==> src/hdl/msbs_pkg.sv <==
// Shared types and constants for the multi-signature byte scanner.
// No dependencies; used by every scanner module but the checker.
`default_nettype none
package msbs_pkg;

    // Fixed field and register widths
    localparam int BYTE_W     = 8;
    localparam int SIG_W      = 64;
    localparam int OFFSET_W   = 32;
    localparam int MASK_W     = 7;
    localparam int SIG_SLOTS  = 7;
    localparam int CFG_DATA_W = 64;
    localparam int CFG_ADDR_W = 6;
    localparam int REG_IDX_W  = 3;

    // Output beat: mask in the low bits, offset above, one pad bit
    localparam int OUT_TDATA_W = 40;

    // Register map (index = paddr / 8)
    localparam logic [REG_IDX_W-1:0] REG_BASE_OFFSET = 3'd7;

    localparam logic [OFFSET_W-1:0] BASE_OFFSET_RESET = 32'd100000;

    typedef logic [SIG_W-1:0] sig_t;
    typedef logic [SIG_SLOTS-1:0][SIG_W-1:0] sig_array_t;

    // Per-beat control broadcast to every signature lane
    typedef struct packed {
        logic             advance;
        logic             start;
        logic [BYTE_W-1:0] data_byte;
    } match_step_t;

endpackage
`default_nettype wire

==> src/hdl/msbs_cfg_regs.sv <==
// Configuration register file of the scanner: seven signatures and the base offset.
// Depends on msbs_pkg; APB-style write and read access.
`default_nettype none
module msbs_cfg_regs (
    input  wire logic                             aclk,
    input  wire logic                             aresetn,
    input  wire logic                             psel,
    input  wire logic                             penable,
    input  wire logic                             pwrite,
    input  wire logic [msbs_pkg::CFG_ADDR_W-1:0]  paddr,
    input  wire logic [msbs_pkg::CFG_DATA_W-1:0]  pwdata,
    output logic      [msbs_pkg::CFG_DATA_W-1:0]  prdata,
    output logic                                  pready,
    output msbs_pkg::sig_array_t                  signatures,
    output logic      [msbs_pkg::OFFSET_W-1:0]    base_offset
);

    msbs_pkg::sig_array_t                sig_reg;
    logic [msbs_pkg::OFFSET_W-1:0]       base_reg;
    logic [msbs_pkg::REG_IDX_W-1:0]      reg_idx;
    logic                                wr_en;

    assign pready  = 1'b1;
    assign reg_idx = paddr[msbs_pkg::CFG_ADDR_W-1:msbs_pkg::CFG_ADDR_W-msbs_pkg::REG_IDX_W];
    assign wr_en   = psel & penable & pwrite & pready;

    // Write in the access phase
    always_ff @(posedge aclk) begin
        if (!aresetn) begin
            sig_reg  <= '0;
            base_reg <= msbs_pkg::BASE_OFFSET_RESET;
        end else if (wr_en) begin
            if (reg_idx == msbs_pkg::REG_BASE_OFFSET) begin
                base_reg <= pwdata[msbs_pkg::OFFSET_W-1:0];
            end else begin
                sig_reg[reg_idx] <= pwdata[msbs_pkg::SIG_W-1:0];
            end
        end
    end

    // Read back the addressed register
    always_comb begin
        if (reg_idx == msbs_pkg::REG_BASE_OFFSET) begin
            prdata = msbs_pkg::CFG_DATA_W'(base_reg);
        end else begin
            prdata = msbs_pkg::CFG_DATA_W'(sig_reg[reg_idx]);
        end
    end

    assign signatures  = sig_reg;
    assign base_offset = base_reg;

endmodule
`default_nettype wire

==> src/hdl/msbs_matcher.sv <==
// One signature lane: progress counter and byte compare for a single signature.
// Depends on msbs_pkg; instantiated once per active signature by the top level.
`default_nettype none
module msbs_matcher #(
    parameter int SIGNATURE_BYTES = 8
) (
    input  wire logic                  aclk,
    input  wire logic                  aresetn,
    input  wire msbs_pkg::match_step_t step,
    input  wire msbs_pkg::sig_t        signature,
    output logic                       completed
);

    localparam int PW = $clog2(SIGNATURE_BYTES + 1);
    localparam logic [PW-1:0] FULL = PW'(SIGNATURE_BYTES);

    logic [PW-1:0]               progress_reg;
    logic [PW-1:0]               progress_next;
    logic [PW-1:0]               progress_cur;
    logic [msbs_pkg::BYTE_W-1:0] expect_byte;

    // Restart the count on the first byte of a scan
    assign progress_cur = step.start ? '0 : progress_reg;

    // Pick the next expected signature byte
    always_comb begin
        expect_byte = '0;
        for (int k = 0; k < SIGNATURE_BYTES; k++) begin
            if (progress_cur == PW'(k)) begin
                expect_byte = signature[k*msbs_pkg::BYTE_W +: msbs_pkg::BYTE_W];
            end
        end
    end

    // Advance on a hit, drop to zero on a miss, hold once finished
    always_comb begin
        progress_next = progress_cur;
        completed     = 1'b0;
        if (progress_cur < FULL) begin
            if (expect_byte == step.data_byte) begin
                progress_next = progress_cur + PW'(1);
                completed     = (progress_cur == FULL - PW'(1));
            end else begin
                progress_next = '0;
            end
        end
    end

    always_ff @(posedge aclk) begin
        if (!aresetn) begin
            progress_reg <= '0;
        end else if (step.advance) begin
            progress_reg <= progress_next;
        end
    end

endmodule
`default_nettype wire

==> src/hdl/multi_signature_byte_scanner_top.sv <==
// Usage notes for the multi-signature byte scanner.
// Input beats (s_ channel) carry one stream byte in s_tdata and a start-of-scan
// flag in s_tuser. Each beat yields exactly one output beat (m_ channel) with a
// mask of signatures that completed on that byte and the offset of their first
// byte (zero when the mask is zero).
// Pipeline: an input beat is taken into the input register; the byte is
// compared out of the input register and the result lands in the output
// register when the output register is free or draining. Throughput: one
// byte per cycle while the receiver does not stall, set by the update of the
// per-signature progress counters and the offset counter.
// Signatures and the base offset are written over the APB-style port at byte
// address 8*i; write them only while no beat is in flight. Start of scan
// clears all progress counters and loads the offset with the base offset.
// Reset (aresetn low, synchronous) clears the pipeline, the counters and the
// registers (signatures 0, base offset 100000).
// When the receiver stalls, the output beat holds and the input register fills;
// s_tready then drops until m_tready returns.
// Depends on msbs_pkg, msbs_cfg_regs and msbs_matcher.
`default_nettype none
module multi_signature_byte_scanner_top #(
    parameter int NUM_SIGNATURES  = 7,
    parameter int SIGNATURE_BYTES = 8
) (
    input  wire logic                                aclk,
    input  wire logic                                aresetn,
    // Input stream
    input  wire logic                                s_tvalid,
    output logic                                     s_tready,
    input  wire logic [msbs_pkg::BYTE_W-1:0]         s_tdata,   // [7:0] data_byte
    input  wire logic                                s_tuser,   // [0] start_of_scan
    // Result stream
    output logic                                     m_tvalid,
    input  wire logic                                m_tready,
    // [6:0] match_mask, [38:7] match_offset, [39] zero
    output logic      [msbs_pkg::OUT_TDATA_W-1:0]    m_tdata,
    // Configuration
    input  wire logic                                psel,
    input  wire logic                                penable,
    input  wire logic                                pwrite,
    input  wire logic [msbs_pkg::CFG_ADDR_W-1:0]     paddr,
    input  wire logic [msbs_pkg::CFG_DATA_W-1:0]     pwdata,
    output logic      [msbs_pkg::CFG_DATA_W-1:0]     prdata,
    output logic                                     pready
);

    msbs_pkg::sig_array_t              signatures;
    logic [msbs_pkg::OFFSET_W-1:0]     base_offset;

    logic                              in_valid_reg;
    logic [msbs_pkg::BYTE_W-1:0]       in_byte_reg;
    logic                              in_start_reg;
    logic                              advance;

    logic [msbs_pkg::OFFSET_W-1:0]     offset_reg;
    logic [msbs_pkg::OFFSET_W-1:0]     offset_cur;

    logic [NUM_SIGNATURES-1:0]         hit;
    logic [msbs_pkg::MASK_W-1:0]       mask_next;
    logic [msbs_pkg::OFFSET_W-1:0]     moff_next;

    logic                              out_valid_reg;
    logic [msbs_pkg::MASK_W-1:0]       mask_reg;
    logic [msbs_pkg::OFFSET_W-1:0]     moff_reg;

    msbs_pkg::match_step_t             step;

    msbs_cfg_regs u_cfg (
        .aclk        (aclk),
        .aresetn     (aresetn),
        .psel        (psel),
        .penable     (penable),
        .pwrite      (pwrite),
        .paddr       (paddr),
        .pwdata      (pwdata),
        .prdata      (prdata),
        .pready      (pready),
        .signatures  (signatures),
        .base_offset (base_offset)
    );

    // Process the held byte whenever the output register is free or draining
    assign advance  = in_valid_reg & (~out_valid_reg | m_tready);
    assign s_tready = ~in_valid_reg | advance;

    // Input register
    always_ff @(posedge aclk) begin
        if (!aresetn) begin
            in_valid_reg <= 1'b0;
        end else if (s_tready) begin
            in_valid_reg <= s_tvalid;
        end
    end

    always_ff @(posedge aclk) begin
        if (s_tready & s_tvalid) begin
            in_byte_reg  <= s_tdata;
            in_start_reg <= s_tuser;
        end
    end

    assign step.advance   = advance;
    assign step.start     = in_start_reg;
    assign step.data_byte = in_byte_reg;

    // One compare lane per active signature
    for (genvar n = 0; n < NUM_SIGNATURES; n++) begin : g_lane
        msbs_matcher #(
            .SIGNATURE_BYTES (SIGNATURE_BYTES)
        ) u_matcher (
            .aclk      (aclk),
            .aresetn   (aresetn),
            .step      (step),
            .signature (signatures[n]),
            .completed (hit[n])
        );
    end

    // Stream offset of the current byte
    assign offset_cur = in_start_reg ? base_offset : offset_reg;

    always_ff @(posedge aclk) begin
        if (!aresetn) begin
            offset_reg <= msbs_pkg::BASE_OFFSET_RESET;
        end else if (advance) begin
            offset_reg <= offset_cur + msbs_pkg::OFFSET_W'(1);
        end
    end

    // Form the result; offset reads zero when nothing completed
    always_comb begin
        mask_next = msbs_pkg::MASK_W'(hit);
        if (mask_next != '0) begin
            moff_next = offset_cur - msbs_pkg::OFFSET_W'(SIGNATURE_BYTES - 1);
        end else begin
            moff_next = '0;
        end
    end

    // Output register
    always_ff @(posedge aclk) begin
        if (!aresetn) begin
            out_valid_reg <= 1'b0;
        end else if (advance) begin
            out_valid_reg <= 1'b1;
        end else if (m_tready) begin
            out_valid_reg <= 1'b0;
        end
    end

    always_ff @(posedge aclk) begin
        if (advance) begin
            mask_reg <= mask_next;
            moff_reg <= moff_next;
        end
    end

    assign m_tvalid = out_valid_reg;
    assign m_tdata  = {1'b0, moff_reg, mask_reg};

endmodule
`default_nettype wire

==> config.mk <==
export PLATFORM = sky130hd
export DESIGN_NAME = multi_signature_byte_scanner_top
export DESIGN_NICKNAME = d
export VERILOG_FILES = /design/src/hdl/msbs_pkg.sv /design/src/hdl/msbs_cfg_regs.sv /design/src/hdl/msbs_matcher.sv /design/src/hdl/multi_signature_byte_scanner_top.sv
export SDC_FILE = /design/constraint.sdc
export NUM_CORES = 2
export LEC_CHECK = 0
export ABC_AREA = 1
export BUFFER_PORTS_ARGS = -buffer_cell sky130_fd_sc_hd__buf_2
export CELL_PAD_IN_SITES_DETAIL_PLACEMENT = 1
export CELL_PAD_IN_SITES_GLOBAL_PLACEMENT = 1
export CORE_ASPECT_RATIO = 1.1
export CORE_UTILIZATION = 25
export DETAILED_ROUTE_END_ITERATION = 10
export PLACE_DENSITY = 0.54
export SLEW_MARGIN = 0
export SYNTH_ARGS = -nofsm -noshare
export SYNTH_HDL_FRONTEND = slang
export SYNTH_HIERARCHICAL = 1
export SYNTH_SLANG_ARGS = --single-unit
export TNS_END_PERCENT = 10
==> constraint.sdc <==
create_clock -name aclk -period 6.7 [get_ports aclk]
set_clock_uncertainty 0.1 [all_clocks]
set_input_delay 1.005 -clock aclk [delete_from_list [all_inputs] [get_ports aclk]]
set_output_delay 1.005 -clock aclk [all_outputs]
set_load 0.01 [all_outputs]
**Word level (Yosys, flattened, before mapping)**

Cells that the tools add are included.

- Flip-flop bits (word level): 590
- Latch bits: 0
- Memory bits (writable): 0
- Memory bits (read-only): 0
- Bits of input ports: 86
- Output and inout bits: 107
- Word-level logic and storage cells: 218
- Memories: 0

- $add $sub $neg: 9
- Multiply operators: 0
- Divide/modulo/power cells: 0
- Magnitude comparators: 9
- Equality and inequality tests: 57
- Shift operators: 0
- Multiplexer cells: 100
- Bitwise logic cells: 9
- Reductions and logical operators: 12

Operator list:

| operator | number |
|---|---|
| $bwmux 448 | 1 |
| $mux 8 | 56 |
| $bmux 64 s3 | 1 |
| $demux 64 s3 | 1 |
| $mux 64 | 3 |
| $eq 4x3->1 const B | 28 |
| $mux 4 | 21 |
| $eq 4x2->1 const B | 14 |
| $eq 8x8->1 | 7 |
| $add 32x1->32 const B | 1 |
| $mux 32 | 1 |
| $sub 32x3->32 const B | 1 |
| $add 4x1->4 const B | 7 |
| $eq 4x1->1 const B | 7 |
| $logic_not 4->1 | 7 |
| $lt 4x4->1 const B | 7 |
| $mux 1 | 16 |
| $reduce_bool 7->1 | 1 |
| $and 1x1->1 | 4 |
| $lt 3x4->1 const B | 1 |
| $reduce_and 2->1 | 2 |
| $eq 3x3->1 const B | 1 |
| $ge 3x1->1 const B | 1 |
| $not 1->1 | 3 |
| 3 further kinds | 4 |

**Depth between registers and ports, before layout**

- Depth in word-level cells: 14
- Gate-level depth with buffers: 26
- Depth with buffers taken out: 25

**Hierarchy**

Netlist, hierarchy kept.

By module, submodules not included:

| module | instances | cells an instance | area an instance (sq um) | seq. area each (sq um) |
|---|---|---|---|---|
| msbs_cfg_regs | 1 | 3989 | 23354.9 | 9609.2 |
| msbs_matcher | 7 | 226 | 1174.9 | 80.1 |
| multi_signature_byte_scanner_top | 1 | 758 | 5177.5 | 2122.0 |

**Least setup slack after synthesis**

No wires, ideal clock.

- Path kind: input to register
- Start point: input port m_tready
- End point: register g_lane[0].u_matcher.progress_reg[1]
- Library setup time: 0.066 ns
- Arrival time: 3.849 ns
- Required time: 6.534 ns
- Setup slack: 2.685 ns
- Stages: 10
- Path buffers: 1
- Path through: inv_1 -> nand2_1 -> nand2_1 -> inv_2 -> buf_1 -> inv_1 -> nor2_1 -> o21a_1 -> nand3_1 -> a21oi_2

- Word-level cells in the longest chain between the ends: 2

RTL lines:

| element | RTL line | text |
|---|---|---|
| from (decl) | multi_signature_byte_scanner_top.sv:33 | `input wire logic m_tready,` |
| $or 1x1->1 | multi_signature_byte_scanner_top.sv:82 | `assign advance = in_valid_reg & (~out_valid_reg \| m_tready);` |
| $and 1x1->1 | multi_signature_byte_scanner_top.sv:82 |  |
| via advance | multi_signature_byte_scanner_top.sv:52 | `logic advance;` |
| to (signal assigned) | msbs_matcher.sv:53 | `progress_reg <= progress_next;` |
| to (decl) | msbs_matcher.sv:17 | `logic [PW-1:0] progress_reg;` |

The timed path passes the listed nets, and every way through them passes these cells.
A chain may end at the register's enable or synchronous reset.

**Final worst setup path**

- Start point: register in_start_reg
- End point: register moff_reg[12] in the netlist's numbering (data pin)

- Word-level cells in the longest chain between the ends: 14
- Elaborated cells between the ends (all ways): 150
- Classes of those cells: 1 x add/sub; 7 x order compare; 56 x eq/ne; 78 x mux; 8 x reduce/logical

RTL lines:

| element | RTL line | text |
|---|---|---|
| from (decl) | multi_signature_byte_scanner_top.sv:51 | `logic in_start_reg;` |
| from (signal assigned) | multi_signature_byte_scanner_top.sv:97 | `in_start_reg <= s_tuser;` |
| $mux 4 (*) | msbs_matcher.sv:23 | `assign progress_cur = step.start ? '0 : progress_reg;` |
| $logic_not 4->1 | msbs_matcher.sv:29 | `if (progress_cur == PW'(k)) begin` |
| $mux 8 (8 in series) | msbs_matcher.sv:29 |  |
| $eq 8x8->1 | msbs_matcher.sv:40 | `if (expect_byte == step.data_byte) begin` |
| $mux 1 | msbs_matcher.sv:40 |  |
| $mux 1 (*) | msbs_matcher.sv:39 | `if (progress_cur < FULL) begin` |
| via hit[6] | multi_signature_byte_scanner_top.sv:57 | `logic [NUM_SIGNATURES-1:0] hit;` |
| $reduce_bool 7->1 (*) | multi_signature_byte_scanner_top.sv:132 | `if (mask_next != '0) begin` |
| to (signal assigned) | multi_signature_byte_scanner_top.sv:153 | `moff_reg <= moff_next;` |
| to (decl) | multi_signature_byte_scanner_top.sv:63 | `logic [msbs_pkg::OFFSET_W-1:0] moff_reg;` |

The timed path passes the listed nets; every way through them passes the cells marked *.

==> results.ini <==
[logic_synthesis]
ys.flop_type = dfxtp_1
synthArstFlopShare_pct = 0
synth_area_mm2 = 0.0368
ys_types = 37
yosysWarningCount = 6
yosysTopAreaCell = dfxtp_1
ys_ff_latch = 590
syn_inst = 6329
synth_edf_count = 48
synthTopCellsByArea = dfxtp_1 30%, nand2_1 26%, nor2_1 12%, nand3_1 7.6%, inv_1 5.5%
synth.top_cell.area_share_pct = 29.5
synth_seq_area_share_pct = 33.4
synth_fp_nets = 6416
synth_area_per_cell_um2 = 5.81
yosys-top-cells-count = 2,590 x nand2_1, 1,142 x nor2_1, 558 x nand3_1
yosysMostFrequentCell = nand2_1

[drt]
vias = 38400
ant_nets = 0
drtPass1Iterations = 5
vias_per_cell = 4.61
routed_wirelength_mm = 170
drt_iter0_markers = 2457
wl_per_cell_um = 20.4
drc = 0

[clock_network]
ctsResizeCount = 0
cts_tree = done
cts_hold_buf = 0
cts.htree.levels = 3
clk_pin_slew_ns = 0.06
clockRootBuffer = clkbuf_16
clock_latency_ns = 0.70
clock-sinks = 590
clock_path_buffers = 3
post_cts_buffers = 0
numCtsBuffers = 77

[floorplanning]
die_x_um = 368
design.core.area_mm2 = 0.146
die-area_mm2 = 0.149
initial_core_util_pct = 25.2
die_y_um = 404
io_pins = 193
num_rows = 147

[global_route]
grt_pass1_vias = 37200
grt_pass1_wl_mm = 249
gr-max-usage-layer = met2
use_met3_pct = 2.38
grt_usage_pct = 22.4
antenna_found_initial = 5
grt_util_met2_pct = 35.7
grt_max_degree = 169
grt-ovfl-total = 0
grt_use_met1_pct = 31.3

[layout]
areaGrowthSynthToFinish_pct = 13.1
final_util_pct = 28.5
fillCellCount = 19100
drive_gt1_share_pct = 10.7
nNetsFinal = 6427
largest_register_ffs = 448

[sta]
rsz0062_at_grt = false
tns_ns = 0
worstMarginPinSlew_ns = 1.02
finalSetupViolCount = 0
min_period_ns = 5.26
drv_slew = 0
fin_crit_sh_pct = 78.5
slew-limit-headroom_pct = 31.9
max_freq_ghz = 0.190
final-hold-violation-count = 0

[worst_hold_path]
worstHoldPathType = register to register

[placement]
portBuffers = 187
hpwl_mm = 125
gp_congestion = 0.875

[setup_path]
cp_cell_sequence = inv_2 > nand2_1 > nor2_4 > nand2_2 > o21ai_0 > o21ai_0 > nand3_1 > nand2_1 > nand2_1 > nand2_1 > nand3_2 > nor2_4 > nand3_2 > nor2_1 > nor4_2 > buf_4 > inv_1 > o21ai_0 > a21oi_1
cpPeakStageDelay_ns = 0.80
crit_buf_inv = 3
crit_slowest_cell = edfxtp_1
crit_top_cell = nand2_1
critPathRequiredTime_ns = 7.13
critPathCaptureType = register
crit_type = register to register
cp_max_fo = 20
crit_family = simple AND/OR/NAND/NOR gates
rrSetupSlack_ns = 1.44
worstPathArrival_ns = 5.69
cp-start-kind = register

[power]
cellPowerDensity_mw_per_mm2 = 216
max-vdd-ir-drop_mv = 0.167
p_leak_nw = 18.9

[job]
maxCapViolations = 0

[run_status]
status = completed

[layer usage]
layer / share of wire, % / up-vias
met3: 3.9 / 192
met5: 0.032 / -
li1: - / 19200
met4: 3.3 / 8
met2: 44 / 657
met1: 48 / 18300
[power by group]
part           internal (mW)  switching [mW]
registers               3.63          0.0773
clock network           2.38            1.82
logic                  0.264           0.801
total                   6.27            2.70
[layout by cell type (no fill, tap or decap), types with 17 or more instances in the layout]
cell type / n
inv_2: 36
edfxtp_1: 48
nand2_2: 56
or2_0: 28
buf_2: 185
inv_1: 532
a21oi_2: 28
nor2_1: 1136
nand3_2: 30
dfxtp_1: 542
nand3b_1: 22
clkbuf_8: 17
or2_2: 71
clkbuf_16: 77
nor2_2: 23
clkbuf_1: 19
nor2_4: 54
buf_4: 38
nand2_1: 2590
nand3_1: 558
o21ai_0: 82
a21oi_1: 110
nand2_4: 19
[worst paths after layout]
check	from	end	cells after the start
setup / recovery	in_start_reg	moff_reg[12]	19
hold / removal	offset_reg[16]	offset_reg[16]	2
setup reg to reg	in_start_reg	moff_reg[12]	19
hold reg to reg	offset_reg[16]	offset_reg[16]	2
[cell families after synthesis]
group	count (synthesis)	share of synthesized area [%]
xor gates and xnor gates	7	0.167
and+or+nand+nor	4609	52.5
buffers and inverters	873	10.0
other	2	0.0204
DFF	590	33.4
adders and majority gates	1	0.0340
AOI/OAI and AO/OA	247	3.86
[per-stage QoR]
| stage | worst slack (ns) | cell area, um^2 | std cells | power, mW | hold slack, ns |
|---|---|---|---|---|---|
| 6_report | 1.44 | 41600 | 8338 | 8.97 | 0.392 |
| 3_5_place_dp | 1.40 | 39100 | 8198 | 4.85 | 0.379 |
| 4_1_cts | 1.35 | 41600 | 8336 | 9.11 | 0.342 |
| 2_1_floorplan | 2.68 | 36800 | 6329 | 4.41 | 0.349 |
| 5_1_grt | 1.05 | 41600 | 8336 | 9.33 | 0.375 |
| 3_3_place_gp | 1.43 | 39100 | 8198 | 4.84 | 0.373 |
[worst min-delay path, delay by kind of cell, from the launching register on]
| kind | cells | cell delay (ns) |
|---|---|---|
| AOI/OAI and AO/OA | 2 | 0.13 |
| DFF | 1 | 0.33 |
[cell type report]
type,count,area (um^2),area share [%]
Antenna cell,2,5.00,0.0120
Clock buffer,112,2220,5.34
Clock inverter,26,248,0.596
Inverter,573,2170,5.21
Multi-Input combinational cell,4866,20800,50.1
Sequential cell,590,12300,29.6
Tap cell,1937,2420,5.83
Timing Repair Buffer,232,1380,3.32
Power figures use the tool's default switching activity.
